## config.mk

```make
export PLATFORM = sky130hd
export DESIGN_NAME = sms_div
export DESIGN_NICKNAME = d
export VERILOG_FILES = /design/src/rtl/core/sms_pkg.sv /design/src/rtl/core/sms_div.sv
export SDC_FILE = /design/constraint.sdc
export NUM_CORES = 1
export LEC_CHECK = 0
export ABC_AREA = 1
export BUFFER_PORTS_ARGS = -buffer_cell sky130_fd_sc_hd__buf_4
export CAP_MARGIN = 20
export CELL_PAD_IN_SITES_DETAIL_PLACEMENT = 1
export CELL_PAD_IN_SITES_GLOBAL_PLACEMENT = 1
export CORE_MARGIN = 5
export CORE_UTILIZATION = 37
export DETAILED_ROUTE_END_ITERATION = 8
export PLACE_DENSITY_LB_ADDON = 0.3
export SLEW_MARGIN = 20
export SYNTH_ARGS = -nofsm -noshare
export SYNTH_HDL_FRONTEND = slang
export SYNTH_SLANG_ARGS = --single-unit
```

## constraint.sdc

```tcl
create_clock -name clk -period 2.2 [get_ports clk]
set_clock_uncertainty 0.2 [all_clocks]
set_input_delay 0.66 -clock clk [delete_from_list [all_inputs] [get_ports clk]]
set_output_delay 0.66 -clock clk [all_outputs]
set_load 0.1 [all_outputs]
```

## src/rtl/core/sms_pkg.sv

```systemverilog
// Shared widths, constants and register indexes for the shadow map sampler.
// No dependencies; every other file of the block uses it.
`default_nettype none
package sms_pkg;
  localparam int MAX_SIDE        = 256;
  localparam int MAX_RADIUS      = 7;
  localparam int DEPTH_FRAC_BITS = 16;
  localparam int DEPTH_W         = DEPTH_FRAC_BITS + 1;
  localparam int ADDR_W          = 16;
  localparam int SIDE_W          = 9;
  localparam int RAD_W           = 3;
  localparam int ACT_W           = 3;
  localparam int CFG_IDX_W       = 3;
  localparam int CFG_DATA_W      = 17;
  localparam int LIGHT_W         = 16;
  localparam int CNT_W           = 8;
  localparam int DIV_NUM_W       = CNT_W + DEPTH_FRAC_BITS;

  localparam logic [DEPTH_W-1:0] DEPTH_ONE = DEPTH_W'(1 << DEPTH_FRAC_BITS);

  typedef enum logic [ACT_W-1:0] {
    ACT_WRITE   = 3'd0,
    ACT_CLEAR   = 3'd1,
    ACT_NEAREST = 3'd2,
    ACT_PCF     = 3'd3,
    ACT_PCSS    = 3'd4
  } action_t;

  typedef enum logic [CFG_IDX_W-1:0] {
    REG_MAP_WIDTH   = 3'd0,
    REG_MAP_HEIGHT  = 3'd1,
    REG_DEPTH_BIAS  = 3'd2,
    REG_PCF_RADIUS  = 3'd3,
    REG_LIGHT_SIZE  = 3'd4,
    REG_BLOCKER_RAD = 3'd5,
    REG_MIN_FILTER  = 3'd6,
    REG_MAX_FILTER  = 3'd7
  } cfg_reg_t;
endpackage
`default_nettype wire

```

## src/rtl/core/sms_div.sv

```systemverilog
// Restoring divider, one quotient bit per cycle, for the visibility ratio.
// Depends on sms_pkg.
`default_nettype none
module sms_div (
  input  wire logic                           clk,
  input  wire logic                           rst_n,
  input  wire logic                           start,
  input  wire logic [sms_pkg::DIV_NUM_W-1:0]  num,
  input  wire logic [sms_pkg::CNT_W-1:0]      den,
  output logic                                done,
  output logic      [sms_pkg::DEPTH_W-1:0]    quot
);
  localparam int STEP_W = $clog2(sms_pkg::DIV_NUM_W + 1);

  logic [sms_pkg::DIV_NUM_W-1:0] q_r, q_nxt;
  logic [sms_pkg::CNT_W-1:0]     rem_r, rem_nxt;
  logic [sms_pkg::CNT_W-1:0]     den_r;
  logic [STEP_W-1:0]             step_r;
  logic                          busy_r, done_r;
  logic [sms_pkg::CNT_W:0]       trial;

  always_comb begin
    trial   = {rem_r, q_r[sms_pkg::DIV_NUM_W-1]};
    q_nxt   = {q_r[sms_pkg::DIV_NUM_W-2:0], 1'b0};
    rem_nxt = trial[sms_pkg::CNT_W-1:0];
    if (trial >= {1'b0, den_r}) begin
      rem_nxt  = sms_pkg::CNT_W'(trial - {1'b0, den_r});
      q_nxt[0] = 1'b1;
    end
  end

  always_ff @(posedge clk) begin
    if (!rst_n) begin
      busy_r <= 1'b0;
      done_r <= 1'b0;
      step_r <= '0;
    end else begin
      done_r <= 1'b0;
      if (start) begin
        busy_r <= 1'b1;
        step_r <= '0;
        q_r    <= num;
        rem_r  <= '0;
        den_r  <= den;
      end else if (busy_r) begin
        q_r    <= q_nxt;
        rem_r  <= rem_nxt;
        step_r <= step_r + 1'b1;
        if (step_r == STEP_W'(sms_pkg::DIV_NUM_W - 1)) begin
          busy_r <= 1'b0;
          done_r <= 1'b1;
        end
      end
    end
  end

  assign done = done_r;
  assign quot = q_r[sms_pkg::DEPTH_W-1:0];
endmodule
`default_nettype wire
```

# ---- After elaboration in Yosys (flattened, before gate mapping)
# Index checks and enable logic that the tools add are counted.
dict set report totals {
  wordCells 26
  in_bits 35
  regBits 47
  output_inout_bits 18
}
dict set report op_classes {
  n_eq_ne 1
  bitwise_logic 2
  reduce_logical 5
  add_sub_neg 2
  order_cmp 1
  n_mux 9
}
# op n
set op_table {}
lappend op_table {{24-bit 2-to-1 mux} 2}
lappend op_table {{8-bit 2-to-1 mux} 2}
lappend op_table {{9-bit by 8-bit greater-or-equal comparator with 1-bit output} 1}
lappend op_table {{8-bit subtractor} 1}
lappend op_table {{5-bit by 1-bit adder with 5-bit output (second input constant)} 1}
lappend op_table {{5-bit equality test (second input constant)} 1}
lappend op_table {{1-bit 2-to-1 mux} 5}
lappend op_table {{2-bit AND reduction} 2}
lappend op_table {{3-bit OR reduction} 1}
lappend op_table {{1-bit inverter} 2}
lappend op_table {{2-bit nonzero test} 1}
lappend op_table {{2-bit OR reduction} 1}

# ---- Logic depth before layout (Yosys ltp)
dict set report depth {
  depth_word 4
  ltp_mapped 11
  ltp_nobuf 11
}

# ---- Least setup slack after synthesis
# No wires, ideal clock.
dict set report synth_path {
  path_type {input -> register}
  from {in start}
  to {reg q_r[0] in the netlist's numbering, enable pin}
  setup_time_ns 0.390
  stages 3
  arrival_time_ns 1.612
  t_required_ns 1.610
  slack_ns -0.003
  n_path_buf 1
  cell_sequence {buf_2 nand2_1 nand2_1}
}
dict set report synth_via {
  elab_chain_cells 2
}
# element line_no
set synth_lines {}
lappend synth_lines {{start: declaration} sms_div.sv:7} ;# input wire logic start,
lappend synth_lines {{2-bit nonzero test (no source line)} --}
lappend synth_lines {{2-bit AND reduction (no source line)} --}
lappend synth_lines {{end signal: assignment} sms_div.sv:42} ;# q_r <= num;
lappend synth_lines {{end signal: assignment} sms_div.sv:46} ;# q_r <= q_nxt;
lappend synth_lines {{end: declaration} sms_div.sv:15} ;# logic [sms_pkg::DIV_NUM_W-1:0] q_r, q_nxt;
# Every way passes these cells.
# A chain may end at the register's enable or synchronous reset.

# ---- Worst setup path after layout
dict set report layout_path {
  from {reg q_r[23] in the netlist's numbering}
  to {reg rem_r[6] in the netlist's numbering (data pin)}
}
dict set report layout_via {
  elab_chain_cells 3
  word_cells_on_any_way 4
  cone_classes {add/sub (1); order compare (1); mux (2)}
}
# element line_no
set layout_lines {}
lappend layout_lines {{8-bit subtractor / 9-bit by 8-bit greater-or-equal comparator with 1-bit output (equally long branches)} {sms_div.sv:27, sms_div.sv:26}}
lappend layout_lines {{8-bit 2-to-1 mux *} sms_div.sv:26} ;# if (trial >= {1'b0, den_r}) begin
lappend layout_lines {{8-bit 2-to-1 mux *} sms_div.sv:45} ;# end else if (busy_r) begin
lappend layout_lines {{end signal: assignment} sms_div.sv:47} ;# rem_r <= rem_nxt;
lappend layout_lines {{end: declaration} sms_div.sv:16} ;# logic [sms_pkg::CNT_W-1:0] rem_r, rem_nxt;
# Mark *: on every way between the ends. The rest lies on a longest branch, timed or not. The select of a mux whose other input is x is not followed.

==> impl_results.md <==
* Storage cell area at approximately 0.0013 mm^2
* Total net switching power at 844.0 uW
* Final Hold Vio Count at 0
* Net count after synthesis at 334
* Initial antenna violation count at 0
* Commonest cells after routing, fill and taps aside: nand2_1, buf_4, edfxtp_1, inv_1, nor2_1
* Setup slack after placement at about 0.074 ns
* Number of gates given a new drive strength after cts at 0
* Cell Area, Placed at 0.002920 mm^2
* Via count of the first global-routing pass at between 2000 and 2500
* Post-synthesis cell type count at 29
* Post-Route WL at 5955 um
* Syn Std Cell Area at roughly 0.0025 mm^2
* Cell row count at 30
* Vertical die dimension at 92.81 um
* Number of design-rule violations left by the first detailed-router iteration at 107
* Relative contribution of the clock network to total power at 24.1%
* Post-Route Setup TNS at 0 ns
* Starting density of the core at 37.77%
* Count of antenna-violating nets left after detailed routing at 0
* Type of the most critical hold path: reg2reg
* Setup violators final at 0
* Via Count at 1941
* First-pass detailed-route iteration total at 4
* Cell count after synthesis at 289
* Placed cell count at 402
* Signal arrival time at the worst endpoint at 1.94 ns
* Number of antenna diodes at 0
* IO Port Bufs at 52
* Total track usage at between 10 and 15%
* Power density cells at 797.1 mW/mm^2
* Final Critical Period at 2.076 ns
* Core region area at 0.006719 mm^2
* Fin util at 45.49%
* DRC at 0
* Crit. End Element: register
* Internal power at 1.593 mW
* Library cell appearing most often on the critical path: nand2_1
* Remaining Overflow, GRT at 0
* Area occupied by multi-input gates at 959.7 um^2
* Ports placed on the boundary at 53
* Signed area change from the synthesized netlist to the final layout at 20.46%
* Filler cell count in the final layout at 790
* Normalized max-slew margin at 70.42%
* Leakage dissipation at 1.464 nW
* Share of synthesized registers carrying an async set or reset at 0%
* Slowest-stage cell, CP: fa_2
* Peak fanout along the critical path at 2
* Synth top area cells: edfxtp_1, nand2_1, dfxtp_1
* Number of slew-limit violations in the final report at 0
* Design Power at between 2 and 2.5 mW
* Die area at 0.008614 mm^2
* Average cell area after synthesis at 8.780 um^2
* Number of flops mapped to enable cells by yosys at 40
* Total clock buffers created by CTS at 5
* Design area at about 0.003 mm^2
* Period utilization at a little over nine tenths
* Root buffer cell: clkbuf_8
* Share of the yosys chip area belonging to registers at 52.86%
* Horiz. Die Dim at a little over 90 um
* Endpoint required time on the critical path at 2.06 ns
* Max IR drop VDD at 382.5 uV
* TritonCTS clock tree: built
* Final weighted congestion in routability-driven placement at between 0.7 and 0.8
* Measured slew at the worst slew-check pin at 0.4432 ns
* Worst Hold Margin at 0.3192 ns
* Maximum number of buffers from clock root to sink at 2
* Startpoint Class: register
* Maximum number of pins on one net before global-route repair at 26
* RR Startpoint: q_r[23]
* Setup CP Type: reg2reg
* CP Launch Point: q_r[23]
* Fmax achieved at 481.6 MHz
* Global-route wire length before repair at ~9600 um
* CP cell instances: inv_1 > ha_1 > fa_2 > nor2_2 > nand2_1 > nand3_1 > nand2_1 > nand2_1 > nand2_1 > nand2_1 > nor2_1
* Number of standard cells in the final layout excluding fillers at 410
* Via-per-instance ratio at 4.734
* Most common library cell in the layout ignoring fill and taps: nand2_1
* Post-CTS Repair Setup Buffers at 0
* Outcome: complete, no violations
* NumNets Final at about 370
* Warning count from the yosys run at 0
* Critical Path Max Stage Delay at 0.38 ns
* Area share of the largest cell type after synthesis at 47.34%
* Setup slack after layout at approximately 0.12 ns
* Startpoint of the most critical hold path: q_r[19]
* Cell accounting for the most synthesized area: edfxtp_1
* Clock latency at the later pin of the worst-skew pair at 0.30 ns
* Switching part of the total power at 34.64%
* Max-capacitance violation count at 0
* Sinks on the clock net at 47
* CTS Hold Buffers Added at 0
* Combinational cell fraction of total power at 30.5%
* Layout cells sized above 1 at 22.73%
* Routed length per instance at between 10 and 15 um
* Commonest register cell after synthesis: edfxtp_1
* Sequential group share of total power at 45.5%
* Count of H-tree levels built during CTS at 2
* HPWL after DPL at about 4600 um
* Number of synthesized register bits at 47
* Clock-pin transition on the worst setup and hold timing paths at 0.09 ns
-- kinds of logic (layout without fill, tap and decap cells) --
logic type | Yosys count | count (layout) | synth area share [%]
xor gates and xnor gates | 3 | 3 | 1.036
and+or+nand+nor | 165 | 165 | 27.17
DFF | 47 | 47 | 52.86
muxes | 1 | 1 | 0.3945
buffers and inverters | 54 | 95 | 10.80
AOI/OAI and AO/OA | 9 | 9 | 2.515
adders and majority gates | 10 | 10 | 5.227
-- sequential cells by signal (all words and copies together) (netlist names) --
register and flops:
busy_r 1, den_r 8, done 1, q_r 24
rem_r 8, step_r 5
-- worst paths after layout --
| kind | to | slack (ns) | cells past startpoint |
|---|---|---|---|
| worst max-delay path | rem_r[6] | 0.12 | 11 |
| worst min-delay path | q_r[20] | 0.32 | 2 |
| worst min register to register | q_r[20] | 0.32 | 2 |
| worst max register to register | rem_r[6] | 0.12 | 11 |
-- worst max-delay path: cells and delay by family, from the launching register on --
kind	cells	cell delay, ns
AND/OR/NAND/NOR	8	0.64
adder cells (fa/ha/maj)	2	0.60
flip-flops	1	0.33
buffers and inverters	1	0.06
-- area by class of cell --
cell class | instances | share of cell area (%)
Timing Repair Buffer | 56 | 14.16
Sequential cell | 47 | 43.88
Clock buffer | 8 | 3.316
Multi-Input combinational cell | 188 | 31.40
Inverter | 31 | 3.971
Tap cell | 80 | 3.275
-- per-layer routing --
layer,routed length (um),part of all wire (%),up-vias,track usage [%]
met5,0,0,-,0
met2,3065,51,30,23.94
met3,221,3.7,9,3.168
li1,-,-,983,-
met4,86,1.4,0,3.907
met1,2582,43,919,17.85
-- power by group through the flow --
stage / combinational [mW] / clock (mW) / sequential, mW
5_1_grt: 0.808 / 0.654 / 1.12
3_3_place_gp: 0.710 / 0 / 1.12
3_5_place_dp: 0.728 / 0 / 1.13
6_report: 0.742 / 0.586 / 1.11
4_1_cts: 0.732 / 0.610 / 1.11
2_1_floorplan: 0.569 / 0 / 1.11
-- synthesized netlist by cell type, types with 2 or more instances --
cell type / count
a21oi_1: 4
buf_2: 2
edfxtp_1: 40
buf_4: 17
nand3_1: 9
nand2_1: 113
nand2_2: 3
inv_1: 30
xor2_1: 2
nand4_1: 3
clkbuf_1: 4
nor2_1: 24
nor3_1: 6
ha_1: 9
nand3b_1: 3
dfxtp_1: 7
Note: power is estimated with default switching activity, not from simulation.
